**src/fspa_pkg.sv**
```systemverilog
// Package for the fixed slot pool allocator: field widths, reset values,
// op/status/register codes and the controller state type. No dependencies.
`timescale 1ns / 1ps

package fspa_pkg;

    // field widths
    localparam int OP_W       = 2;
    localparam int ADDR_W     = 32;
    localparam int STATUS_W   = 3;
    localparam int FREE_W     = 9;
    localparam int OBJ_W      = 16;
    localparam int ALIGN_W    = 13;
    localparam int COUNT_W    = 9;
    localparam int SLOT_W     = 17;
    localparam int CFG_IDX_W  = 2;
    localparam int CFG_DATA_W = 32;

    // parameter defaults
    localparam int DEF_MAX_SLOTS      = 256;
    localparam int DEF_MIN_SLOT_BYTES = 8;
    localparam int DEF_ADDRESS_BITS   = 32;

    // register reset values
    localparam int RST_BASE  = 4096;
    localparam int RST_OBJ   = 16;
    localparam int RST_ALIGN = 8;
    localparam int RST_COUNT = 256;

    typedef enum logic [OP_W-1:0] {
        OP_ALLOC   = 2'd0,
        OP_FREE    = 2'd1,
        OP_REBUILD = 2'd2,
        OP_NOP     = 2'd3
    } t_op;

    typedef enum logic [STATUS_W-1:0] {
        ST_OK          = 3'd0,
        ST_EXHAUSTED   = 3'd1,
        ST_OUT_OF_POOL = 3'd2,
        ST_MISALIGNED  = 3'd3,
        ST_NULL        = 3'd4,
        ST_DOUBLE_FREE = 3'd5
    } t_status;

    typedef enum logic [CFG_IDX_W-1:0] {
        CFG_BASE  = 2'd0,
        CFG_OBJ   = 2'd1,
        CFG_ALIGN = 2'd2,
        CFG_COUNT = 2'd3
    } t_cfg_reg;

    typedef enum logic [2:0] {
        S_IDLE,
        S_ALLOC_MUL,
        S_ALLOC_ADD,
        S_FREE_CHK,
        S_FREE_DIV,
        S_REB_DIV,
        S_REB_MUL
    } t_state;

endpackage

```
**src/fixed_slot_pool_allocator.sv**
```systemverilog
// Fixed slot pool allocator top level: controller, config registers, address math.
// Uses fspa_pkg, fspa_ram (free stack) and fspa_div (slot size / free index).
`timescale 1ns / 1ps

// Usage
//   Command channel: a word is taken at a rising edge with start high and busy
//   low. op selects allocate, free (i_free_address), rebuild, or no-op.
//   Result channel: exactly one result word per command, shown for a single
//   cycle with o_strobe high. The receiver cannot stall; it must take it.
//   Config port: i_cfg_we/i_cfg_addr/i_cfg_data write base, object size,
//   alignment, slot count. Size and count take effect at the next rebuild;
//   the base address is used live. Write only while busy is low.
// Steps per command, one command in flight at a time:
//   allocate: stack read, index * slot size, add base;
//   exhausted / null free / no-op: answered straight from idle;
//   free: pool-bounds check, then, when in the pool, a divide of the offset
//   by the slot size on the bit-serial divider;
//   rebuild: a divide of size by alignment unless the alignment is zero, then a multiply.
//   busy drops in the strobe cycle, so the next command may be issued then.
// Reset: synchronous, active low. It loads the register defaults and a built
//   free list directly; there is no clearing pass. Stack entries below a
//   low-water mark read back as their own index, so the RAM never needs a fill.
module fixed_slot_pool_allocator
    import fspa_pkg::*;
#(
    parameter int MAX_SLOTS      = DEF_MAX_SLOTS,
    parameter int MIN_SLOT_BYTES = DEF_MIN_SLOT_BYTES,
    parameter int ADDRESS_BITS   = DEF_ADDRESS_BITS
) (
    input  logic                  i_clk,
    input  logic                  i_rst_n,
    input  logic                  start,
    output logic                  busy,
    input  logic [OP_W-1:0]       i_op,
    input  logic [ADDR_W-1:0]     i_free_address,
    output logic                  o_strobe,
    output logic [STATUS_W-1:0]   o_status,
    output logic [ADDR_W-1:0]     o_slot_address,
    output logic [FREE_W-1:0]     o_free_slots,
    input  logic                  i_cfg_we,
    input  logic [CFG_IDX_W-1:0]  i_cfg_addr,
    input  logic [CFG_DATA_W-1:0] i_cfg_data
);

    // sizes derived from the pool depth
    localparam int IDX_W  = (MAX_SLOTS > 1) ? $clog2(MAX_SLOTS) : 1;
    localparam int CNT_W  = $clog2(MAX_SLOTS + 1);
    localparam int TOT_W  = SLOT_W + CNT_W;
    localparam int PROD_W = SLOT_W + IDX_W;
    localparam int CMP_W  = (TOT_W > ADDR_W) ? TOT_W : ADDR_W;
    localparam int NUM_W  = SLOT_W + IDX_W;
    localparam int Q_W    = (OBJ_W > IDX_W) ? OBJ_W : IDX_W;

    localparam logic [ADDR_W-1:0] ADDR_MASK = (ADDRESS_BITS >= ADDR_W) ? '1 :
        ADDR_W'((64'(1) << ADDRESS_BITS) - 64'(1));

    // free list as built from the reset registers
    localparam int RST_MIN    = (RST_OBJ > MIN_SLOT_BYTES) ? RST_OBJ : MIN_SLOT_BYTES;
    localparam int RST_AL_NZ  = (RST_ALIGN == 0) ? 1 : RST_ALIGN;
    localparam int RST_SLOT   = (RST_ALIGN == 0 || (RST_MIN % RST_AL_NZ) == 0) ? RST_MIN :
                                RST_MIN + RST_AL_NZ - (RST_MIN % RST_AL_NZ);
    localparam int RST_ACTIVE = (RST_COUNT > MAX_SLOTS) ? MAX_SLOTS : RST_COUNT;
    localparam int RST_TOTAL  = RST_SLOT * RST_ACTIVE;

    // config registers
    logic [ADDR_W-1:0]  r_base;
    logic [OBJ_W-1:0]   r_obj;
    logic [ALIGN_W-1:0] r_align;
    logic [COUNT_W-1:0] r_count;

    // allocator state
    t_state             r_state,  n_state;
    logic [CNT_W-1:0]   r_top,    n_top;      // free-stack depth
    logic [CNT_W-1:0]   r_lw,     n_lw;       // entries below this were never pushed
    logic [CNT_W-1:0]   r_active, n_active;   // slot count latched at rebuild
    logic [SLOT_W-1:0]  r_slot,   n_slot;
    logic [TOT_W-1:0]   r_total,  n_total;    // pool bytes, slot * active

    // working registers
    logic [ADDR_W-1:0]  r_in_addr;
    logic [IDX_W-1:0]   r_rd_idx, n_rd_idx;
    logic [PROD_W-1:0]  r_prod,   n_prod;

    // result registers
    logic               r_strobe, n_strobe;
    t_status            r_status, n_status;
    logic [ADDR_W-1:0]  r_addr_out, n_addr_out;
    logic [FREE_W-1:0]  r_free_out, n_free_out;

    // stack RAM and divider hookup
    logic               ram_we;
    logic [IDX_W-1:0]   ram_waddr;
    logic [IDX_W-1:0]   ram_wdata;
    logic [IDX_W-1:0]   ram_raddr;
    logic [IDX_W-1:0]   ram_rdata;

    logic               div_start;
    logic [NUM_W-1:0]   div_num;
    logic [SLOT_W-1:0]  div_den;
    logic               div_done;
    logic [Q_W-1:0]     div_quo;
    logic [SLOT_W-1:0]  div_rem;

    logic               accept;
    logic [SLOT_W-1:0]  obj_min;
    logic [CNT_W-1:0]   count_cap;
    logic               addr_below;
    logic [CMP_W-1:0]   off_ext;
    logic [IDX_W-1:0]   pop_idx;

    assign accept = start && !busy;
    assign busy   = (r_state != S_IDLE);

    // object size raised to the minimum slot size
    assign obj_min   = (SLOT_W'(r_obj) > SLOT_W'(MIN_SLOT_BYTES)) ? SLOT_W'(r_obj) :
                       SLOT_W'(MIN_SLOT_BYTES);
    assign count_cap = (32'(r_count) > 32'(MAX_SLOTS)) ? CNT_W'(MAX_SLOTS) : CNT_W'(r_count);

    assign addr_below = (r_in_addr < r_base);
    assign off_ext    = CMP_W'(r_in_addr - r_base);

    // entry never pushed since the rebuild still holds its own index
    assign pop_idx = (CNT_W'(r_rd_idx) < r_lw) ? r_rd_idx : ram_rdata;

    fspa_ram #(
        .WIDTH (IDX_W),
        .DEPTH (MAX_SLOTS)
    ) u_stack (
        .i_clk   (i_clk),
        .i_we    (ram_we),
        .i_waddr (ram_waddr),
        .i_wdata (ram_wdata),
        .i_raddr (ram_raddr),
        .o_rdata (ram_rdata)
    );

    fspa_div #(
        .NUM_W (NUM_W),
        .DEN_W (SLOT_W),
        .Q_W   (Q_W)
    ) u_div (
        .i_clk   (i_clk),
        .i_rst_n (i_rst_n),
        .i_start (div_start),
        .i_num   (div_num),
        .i_den   (div_den),
        .o_done  (div_done),
        .o_quo   (div_quo),
        .o_rem   (div_rem)
    );

    // rebuild divides size by alignment from idle; free divides the offset
    assign div_num = (r_state == S_IDLE) ? NUM_W'(obj_min) : NUM_W'(off_ext);
    assign div_den = (r_state == S_IDLE) ? SLOT_W'(r_align) : r_slot;

    always_comb begin
        n_state    = r_state;
        n_top      = r_top;
        n_lw       = r_lw;
        n_active   = r_active;
        n_slot     = r_slot;
        n_total    = r_total;
        n_rd_idx   = r_rd_idx;
        n_prod     = r_prod;
        n_strobe   = 1'b0;
        n_status   = r_status;
        n_addr_out = r_addr_out;
        n_free_out = r_free_out;
        ram_we     = 1'b0;
        ram_waddr  = IDX_W'(r_top);
        ram_wdata  = div_quo[IDX_W-1:0];
        ram_raddr  = IDX_W'(r_top - 1'b1);
        div_start  = 1'b0;

        case (r_state)
            S_IDLE: begin
                if (accept) begin
                    case (t_op'(i_op))
                        OP_ALLOC: begin
                            if (r_top == '0) begin
                                n_strobe   = 1'b1;
                                n_status   = ST_EXHAUSTED;
                                n_addr_out = '0;
                                n_free_out = FREE_W'(r_top);
                            end else begin
                                n_top    = r_top - 1'b1;
                                n_rd_idx = IDX_W'(r_top - 1'b1);
                                n_state  = S_ALLOC_MUL;
                            end
                        end
                        OP_FREE: begin
                            if (i_free_address == '0) begin
                                n_strobe   = 1'b1;
                                n_status   = ST_NULL;
                                n_addr_out = '0;
                                n_free_out = FREE_W'(r_top);
                            end else begin
                                n_state = S_FREE_CHK;
                            end
                        end
                        OP_REBUILD: begin
                            n_active = count_cap;
                            if (r_align == '0) begin
                                n_slot  = obj_min;
                                n_state = S_REB_MUL;
                            end else begin
                                div_start = 1'b1;
                                n_state   = S_REB_DIV;
                            end
                        end
                        default: begin
                            n_strobe   = 1'b1;
                            n_status   = ST_OK;
                            n_addr_out = '0;
                            n_free_out = FREE_W'(r_top);
                        end
                    endcase
                end
            end
            S_ALLOC_MUL: begin
                n_prod  = PROD_W'(pop_idx) * PROD_W'(r_slot);
                n_state = S_ALLOC_ADD;
            end
            S_ALLOC_ADD: begin
                n_strobe   = 1'b1;
                n_status   = ST_OK;
                n_addr_out = (r_base + ADDR_W'(r_prod)) & ADDR_MASK;
                n_free_out = FREE_W'(r_top);
                n_state    = S_IDLE;
            end
            S_FREE_CHK: begin
                if (addr_below || off_ext >= CMP_W'(r_total)) begin
                    n_strobe   = 1'b1;
                    n_status   = ST_OUT_OF_POOL;
                    n_addr_out = '0;
                    n_free_out = FREE_W'(r_top);
                    n_state    = S_IDLE;
                end else begin
                    div_start = 1'b1;
                    n_state   = S_FREE_DIV;
                end
            end
            S_FREE_DIV: begin
                if (div_done) begin
                    n_strobe   = 1'b1;
                    n_addr_out = '0;
                    n_state    = S_IDLE;
                    if (div_rem != '0) begin
                        n_status = ST_MISALIGNED;
                    end else if (r_top >= r_active) begin
                        n_status = ST_DOUBLE_FREE;
                    end else begin
                        n_status = ST_OK;
                        ram_we   = 1'b1;
                        n_top    = r_top + 1'b1;
                        if (r_top < r_lw) begin
                            n_lw = r_top;
                        end
                    end
                    n_free_out = FREE_W'(n_top);
                end
            end
            S_REB_DIV: begin
                if (div_done) begin
                    if (div_rem == '0) begin
                        n_slot = obj_min;
                    end else begin
                        n_slot = obj_min + SLOT_W'(r_align) - div_rem;
                    end
                    n_state = S_REB_MUL;
                end
            end
            S_REB_MUL: begin
                n_total    = TOT_W'(r_slot) * TOT_W'(r_active);
                n_top      = r_active;
                n_lw       = r_active;
                n_strobe   = 1'b1;
                n_status   = ST_OK;
                n_addr_out = '0;
                n_free_out = FREE_W'(r_active);
                n_state    = S_IDLE;
            end
            default: begin
                n_state = S_IDLE;
            end
        endcase
    end

    always_ff @(posedge i_clk) begin
        if (!i_rst_n) begin
            r_state <= S_IDLE;
        end else begin
            r_state <= n_state;
        end
    end

    // config and allocator state
    always_ff @(posedge i_clk) begin
        if (!i_rst_n) begin
            r_base   <= ADDR_W'(RST_BASE);
            r_obj    <= OBJ_W'(RST_OBJ);
            r_align  <= ALIGN_W'(RST_ALIGN);
            r_count  <= COUNT_W'(RST_COUNT);
            r_top    <= CNT_W'(RST_ACTIVE);
            r_lw     <= CNT_W'(RST_ACTIVE);
            r_active <= CNT_W'(RST_ACTIVE);
            r_slot   <= SLOT_W'(RST_SLOT);
            r_total  <= TOT_W'(RST_TOTAL);
            r_strobe <= 1'b0;
        end else begin
            if (i_cfg_we) begin
                case (t_cfg_reg'(i_cfg_addr))
                    CFG_BASE:  r_base  <= i_cfg_data[ADDR_W-1:0];
                    CFG_OBJ:   r_obj   <= i_cfg_data[OBJ_W-1:0];
                    CFG_ALIGN: r_align <= i_cfg_data[ALIGN_W-1:0];
                    CFG_COUNT: r_count <= i_cfg_data[COUNT_W-1:0];
                    default:   r_base  <= r_base;
                endcase
            end
            r_top    <= n_top;
            r_lw     <= n_lw;
            r_active <= n_active;
            r_slot   <= n_slot;
            r_total  <= n_total;
            r_strobe <= n_strobe;
        end
    end

    // payload
    always_ff @(posedge i_clk) begin
        if (accept) begin
            r_in_addr <= i_free_address;
        end
        r_rd_idx   <= n_rd_idx;
        r_prod     <= n_prod;
        r_status   <= n_status;
        r_addr_out <= n_addr_out;
        r_free_out <= n_free_out;
    end

    assign o_strobe       = r_strobe;
    assign o_status       = r_status;
    assign o_slot_address = r_addr_out;
    assign o_free_slots   = r_free_out;

    // every command ends back in idle with its result
    a_strobe_idle: assert property (@(posedge i_clk) disable iff (!i_rst_n)
        o_strobe |-> !busy)
        else $error("result strobe while a command is still in flight");

    a_accept_progress: assert property (@(posedge i_clk) disable iff (!i_rst_n)
        accept |=> (busy || o_strobe))
        else $error("accepted command neither in flight nor answered");

    // the new count is latched at the start of a rebuild, the stack only at its end
    a_top_bound: assert property (@(posedge i_clk) disable iff (!i_rst_n)
        (r_state != S_REB_DIV && r_state != S_REB_MUL) |->
            ((r_top <= r_active) && (r_lw <= r_active)))
        else $error("free stack depth or low-water mark past active count");

    a_div_owner: assert property (@(posedge i_clk) disable iff (!i_rst_n)
        div_done |-> (r_state == S_FREE_DIV || r_state == S_REB_DIV))
        else $error("divider finished outside a divide state");

    a_push_room: assert property (@(posedge i_clk) disable iff (!i_rst_n)
        ram_we |-> (r_top < r_active))
        else $error("stack push beyond active slot count");

endmodule

```
**src/fspa_ram.sv**
```systemverilog
// Generic single-write, single-read synchronous RAM with registered read.
// No dependencies.
`timescale 1ns / 1ps

module fspa_ram #(
    parameter int WIDTH = 8,
    parameter int DEPTH = 256,
    localparam int AW   = (DEPTH > 1) ? $clog2(DEPTH) : 1
) (
    input  logic             i_clk,
    input  logic             i_we,
    input  logic [AW-1:0]    i_waddr,
    input  logic [WIDTH-1:0] i_wdata,
    input  logic [AW-1:0]    i_raddr,
    output logic [WIDTH-1:0] o_rdata
);

    logic [WIDTH-1:0] r_mem [DEPTH];
    logic [WIDTH-1:0] r_rdata;

    always_ff @(posedge i_clk) begin
        if (i_we) begin
            r_mem[i_waddr] <= i_wdata;
        end
        r_rdata <= r_mem[i_raddr];
    end

    assign o_rdata = r_rdata;

endmodule

```
**src/fspa_div.sv**
```systemverilog
// Restoring divider, one quotient bit per cycle.
// Needs i_num < i_den * 2**Q_W. No dependencies.
`timescale 1ns / 1ps

module fspa_div #(
    parameter int NUM_W = 25,
    parameter int DEN_W = 17,
    parameter int Q_W   = 16,
    localparam int SH_W  = DEN_W + Q_W,
    localparam int CMP_W = (NUM_W > SH_W) ? NUM_W : SH_W,
    localparam int CW    = $clog2(Q_W + 1)
) (
    input  logic             i_clk,
    input  logic             i_rst_n,
    input  logic             i_start,
    input  logic [NUM_W-1:0] i_num,
    input  logic [DEN_W-1:0] i_den,
    output logic             o_done,
    output logic [Q_W-1:0]   o_quo,
    output logic [DEN_W-1:0] o_rem
);

    logic             r_busy;
    logic             r_done;
    logic [CW-1:0]    r_cnt;
    logic [NUM_W-1:0] r_rem;
    logic [SH_W-1:0]  r_den_sh;
    logic [Q_W-1:0]   r_quo;

    logic [CMP_W-1:0] rem_ext;
    logic [CMP_W-1:0] den_ext;
    logic             ge;

    assign rem_ext = CMP_W'(r_rem);
    assign den_ext = CMP_W'(r_den_sh);
    assign ge      = (rem_ext >= den_ext);

    always_ff @(posedge i_clk) begin
        if (!i_rst_n) begin
            r_busy <= 1'b0;
            r_done <= 1'b0;
            r_cnt  <= '0;
        end else begin
            r_done <= 1'b0;
            if (i_start) begin
                r_busy <= 1'b1;
                r_cnt  <= CW'(Q_W);
            end else if (r_busy) begin
                r_cnt <= r_cnt - 1'b1;
                if (r_cnt == CW'(1)) begin
                    r_busy <= 1'b0;
                    r_done <= 1'b1;
                end
            end
        end
    end

    always_ff @(posedge i_clk) begin
        if (i_start) begin
            r_rem    <= i_num;
            r_den_sh <= SH_W'(i_den) << (Q_W - 1);
            r_quo    <= '0;
        end else if (r_busy) begin
            if (ge) begin
                r_rem <= NUM_W'(rem_ext - den_ext);
            end
            r_quo    <= {r_quo[Q_W-2:0], ge};
            r_den_sh <= r_den_sh >> 1;
        end
    end

    assign o_done = r_done;
    assign o_quo  = r_quo;
    assign o_rem  = r_rem[DEN_W-1:0];

endmodule

```
**config.mk**
```make
export PLATFORM = sky130hd
export DESIGN_NAME = fixed_slot_pool_allocator
export DESIGN_NICKNAME = d
export VERILOG_FILES = /design/src/fspa_pkg.sv /design/src/fixed_slot_pool_allocator.sv /design/src/fspa_ram.sv /design/src/fspa_div.sv
export SDC_FILE = /design/constraint.sdc
export NUM_CORES = 2
export LEC_CHECK = 0
export ABC_AREA = 1
export BUFFER_PORTS_ARGS = -buffer_cell sky130_fd_sc_hd__buf_4
export CAP_MARGIN = 5
export CORE_MARGIN = 4
export CORE_UTILIZATION = 40
export DETAILED_ROUTE_END_ITERATION = 8
export GPL_TIMING_DRIVEN = 0
export HOLD_SLACK_MARGIN = 0.15
export PLACE_DENSITY_LB_ADDON = 0.08
export SETUP_SLACK_MARGIN = 0.5
export SYNTH_ARGS = -nofsm -noshare
export SYNTH_HDL_FRONTEND = slang
export SYNTH_SLANG_ARGS = --single-unit
```
**constraint.sdc**
```tcl
create_clock -name i_clk -period 12.8 [get_ports i_clk]
set_input_delay 1.28 -clock i_clk [delete_from_list [all_inputs] [get_ports i_clk]]
set_output_delay 1.28 -clock i_clk [all_outputs]
set_load 0.02 [all_outputs]
```
==> summary.md <==
### Worst setup path
- **CP required** 13.61 ns
- **startpoint class of the critical path** flop
- **worst-path maximum fanout** 14
- **register-to-register setup slack** 5.16 ns
- **Setup Crit Path Kind** flop to flop
- **endpoint arrival time on the critical path** 8.45 ns
- **nature of the critical path endpoint** flop
- **worst r2r src** r_top[0]
- **depth of the worst register-to-register path** 17
- **end of the worst register-to-register path** u_stack.o_rdata[4]

### Power and ir drop
- **leakage** 44.57 nW
- **part of the total power dissipated in combinational logic** 38.7%
- **power density over cell area** 217.7 nW/um2
- **fraction of power spent switching nets** 42.74%
- **largest vdd supply drop** 0.0001518 V
- **design internal power** 0.01557 W
- **portion of total power attributed to the clock network** 28.4%
- **portion of total power attributed to sequential cells** 32.9%
- **total chip power** 0.02720 W
- **sw power** 0.01163 W

### Placement
- **total half-perimeter wirelength after legalization and detailed placement** 342,100 um
- **gp weighted congestion** 1.035
- **number of buffer cells added on primary ports** 117

### Drt
- **WL per Instance** 32.15 um
- **total iterations of the first detailed-routing run** 8
- **DRC marker count from the first detailed-route iteration** 10,380
- **total number of vias** 83,120
- **remaining number of nets flagged by the antenna check after routing** 0
- **DRC violation count after routing** 0
- **total length of routed wires** 457,300 um
- **average via count per standard cell** 5.843

### Floorplanning
- **number of top-level pins** 118
- **Total Die Area** 282,800 um2
- **standard cell core area** 273,400 um2
- **# rows** 192
- **Chip Width** 531.8 um
- **Starting Density** 40.14%
- **die span in y** 531.8 um

### Global routing
- **GRT Util Overall** 31.32%
- **largest net degree at the start of global routing** 84
- **number of antenna violations at the first check in global routing** 36
- **GRT Residual Overflow** 0
- **via count of the first global-routing pass** 79,730
- **wire length of the first global-routing pass** 627,500 um

### STA
- **final total negative setup slack** 0 ns
- **minimum clock period after layout** 7.644 ns
- **transition time of the tightest slew-check pin** 1.519 ns
- **headroom to the max-slew limit** -1.557%
- **post-route clock period utilization** 59.72%
- **RSZ-0062 raised after global routing** false
- **max frequency** 130.8 MHz
- **Final setup violation count** 0
- **total count of hold-check failures in the final report** 0
- **Max Transition Viols Final** 23
- **Fin Clk Skew** 0.04661 ns

### Final layout
- **Net count, final** 10,960
- **Post-Route Utilization** 45.71%
- **Syn-to-layout area delta** 13.89%
- **fraction of final layout cells sized beyond drive strength 1** 6.908%
- **number of inserted filler cells in the final layout** 25,640

### Min path
- **hold-critical path endpoint** r_total[4]
- **worst hold start** r_total[4]
- **class of the tightest hold or removal check** flop to flop
- **Worst Hold Path Cells** 2

### Clock tree
- **total of hold buffers inserted after clock tree synthesis** 0
- **TritonCTS buffer count** 271
- **TritonCTS clock tree** built
- **Clk pin slew, worst setup/hold paths** 0.06 ns
- **H-Tree Level Count** 5
- **cells resized by post-CTS repair** 0
- **CTS Root Cell** sky130_fd_sc_hd__clkbuf_16
- **clock insertion delay at the later pin of the skew report** 0.91 ns
- **buffer levels on the longest clock path** 4
- **buffers inserted by post-CTS timing repair** 0
- **clk sink count** 2,381

### Synthesis
- **area of the mapped netlist** 109,700 um2
- **cell with the most instances after synthesis** sky130_fd_sc_hd__edfxtp_1
- **Main synth FF type** sky130_fd_sc_hd__edfxtp_1
- **list of most frequent post-synthesis cells** 2,199 x sky130_fd_sc_hd__edfxtp_1, 1,918 x sky130_fd_sc_hd__nor2_1, 1,570 x sky130_fd_sc_hd__o21ai_0, 784 x sky130_fd_sc_hd__nand2_1, 662 x sky130_fd_sc_hd__inv_1
- **instance count of the mapped netlist** 9,975
- **share of the synthesized area in the top cell type** 60.18%
- **Cell variety after synth** 54
- **number of flops mapped to enable cells by yosys** 2,199
- **most area-consuming cells after synthesis** sky130_fd_sc_hd__edfxtp_1 60%, sky130_fd_sc_hd__o21ai_0 7.2%, sky130_fd_sc_hd__nor2_1 6.6%, sky130_fd_sc_hd__fa_1 3.9%, sky130_fd_sc_hd__o22ai_1 3.7%
- **Yosys top cell by area** sky130_fd_sc_hd__edfxtp_1
- **post-synthesis sequential element count** 2,381
- **part of the Yosys area used for sequential elements** 63.50%
- **average footprint of a synthesized cell** 11.00 um2
- **share of synthesized registers carrying an async set or reset** 0%
- **net count of the mapped netlist** 10,510
- **Yosys warnings** 0

### Run
- **Maximum Capacitance Violations** 3

### Status
- **violated checks** max-capacitance violations, max-slew violations
- **status** finished, violations left

[placed cells by master (no fill, tap or decap), types with 83 or more instances in the layout]
cell / Yosys / final
sky130_fd_sc_hd__o21ai_0: 1570 / 1570
sky130_fd_sc_hd__nand3_1: 139 / 139
sky130_fd_sc_hd__edfxtp_1: 2199 / 2199
sky130_fd_sc_hd__nor2_1: 1918 / 1903
sky130_fd_sc_hd__ha_1: 255 / 255
sky130_fd_sc_hd__fa_1: 212 / 212
sky130_fd_sc_hd__clkbuf_1: 428 / 474
sky130_fd_sc_hd__clkinv_1: 25 / 83
sky130_fd_sc_hd__buf_2: 102 / 102
sky130_fd_sc_hd__clkbuf_16: 0 / 278
sky130_fd_sc_hd__nand2_1: 784 / 784
sky130_fd_sc_hd__dfxtp_1: 182 / 174
sky130_fd_sc_hd__inv_1: 662 / 662
sky130_fd_sc_hd__o22ai_1: 657 / 657
sky130_fd_sc_hd__a21oi_1: 346 / 346
sky130_fd_sc_hd__buf_4: 27 / 147
[registers in the layout, indices dropped and copies added, names as in the netlist, 13 cells and up]
signal          flops
u_div.den_ext      32
r_in_addr          32
r_base             32
u_div.r_rem        25
o_slot_address     32
u_stack.r_mem    2048
r_obj              16
r_slot             17
r_align            13
r_prod             25
r_total            26
[per-stage QoR]
stage / instances / instance area [um2] / setup slack (ns) / hold WS [ns]
2_1_floorplan: 9975 / 109700 / 6.694 / 0.4353
3_3_place_gp: 13680 / 115100 / 2.212 / 0.4543
3_5_place_dp: 13740 / 116400 / 5.537 / 0.4651
4_1_cts: 14210 / 124900 / 5.515 / 0.4724
5_1_grt: 14220 / 124900 / 5.012 / 0.5046
6_report: 14230 / 125000 / 5.156 / 0.4681
[metal layers]
layer / global-route usage [%] / share of wire, %
met2: 49.56 / 45
met3: 5.606 / 7.8
met1: 39.86 / 39
met4: 19.78 / 7.7
met5: 0.3880 / 0.086
[area by class of cell]
cell class / count / area [um2] / area share (%)
clock buffers: 342 / 7274 / 5.821
plain buffers: 591 / 2474 / 1.979
well taps: 3589 / 4491 / 3.593
repair buffers: 174 / 2066 / 1.653
flip-flops and latches: 2381 / 69710 / 55.78
clock inverters: 134 / 1272 / 1.018
inverters: 694 / 2605 / 2.084
multi-input cells: 6309 / 35050 / 28.05
diodes: 11 / 27.53 / 0.02203
[worst max path at each step]
stage                start                  to
4_1_cts        r_rd_idx[2]          r_prod[24]
2_1_floorplan    r_base[2]     o_free_slots[0]
3_3_place_gp      r_top[0]  o_slot_address[30]
6_report          r_top[0]  u_stack.o_rdata[4]
3_5_place_dp       r_lw[2]          r_prod[24]
5_1_grt        r_rd_idx[2]          r_prod[20]
[cells by family (layout without fill, tap and decap cells)]
family,Yosys count,in the layout,synth area share (%)
compound gates,2789,2789,13.80
xor+xnor,101,101,0.8130
fa+ha+maj,467,467,6.775
buf+inv,1285,1935,4.618
flops,2381,2381,63.50
mux,1,1,0.009122
other cells,0,11,0
simple gates,2951,2951,10.48
[worst max-delay path, stage by stage, from the launching register on]
cell	delay [ns]
sky130_fd_sc_hd__dfxtp_1	0.43
sky130_fd_sc_hd__inv_1	0.50
sky130_fd_sc_hd__buf_2	0.33
sky130_fd_sc_hd__buf_2	0.35
sky130_fd_sc_hd__buf_2	0.36
sky130_fd_sc_hd__buf_2	0.63
sky130_fd_sc_hd__ha_1	0.45
sky130_fd_sc_hd__inv_2	0.35
sky130_fd_sc_hd__clkbuf_1	1.11
sky130_fd_sc_hd__clkbuf_1	0.68
sky130_fd_sc_hd__o21ai_0	0.20
sky130_fd_sc_hd__o22ai_1	0.35
sky130_fd_sc_hd__nor2_1	0.09
sky130_fd_sc_hd__o22ai_1	0.27
sky130_fd_sc_hd__nor2_1	0.19
sky130_fd_sc_hd__o22ai_1	0.79
sky130_fd_sc_hd__o21ai_1	0.16
sky130_fd_sc_hd__o21ai_1	0.22
[power groups by stage]
stage,Sequential (W),Combinational (W),Clock (W)
floorplan,0.00920,0.00482,0
global placement,0.00943,0.00981,0
detailed placement,0.00912,0.0101,0
CTS,0.00896,0.0102,0.00777
global route,0.00897,0.0108,0.00809
finish,0.00896,0.0105,0.00772
Note: power is estimated with default switching activity, not from simulation.
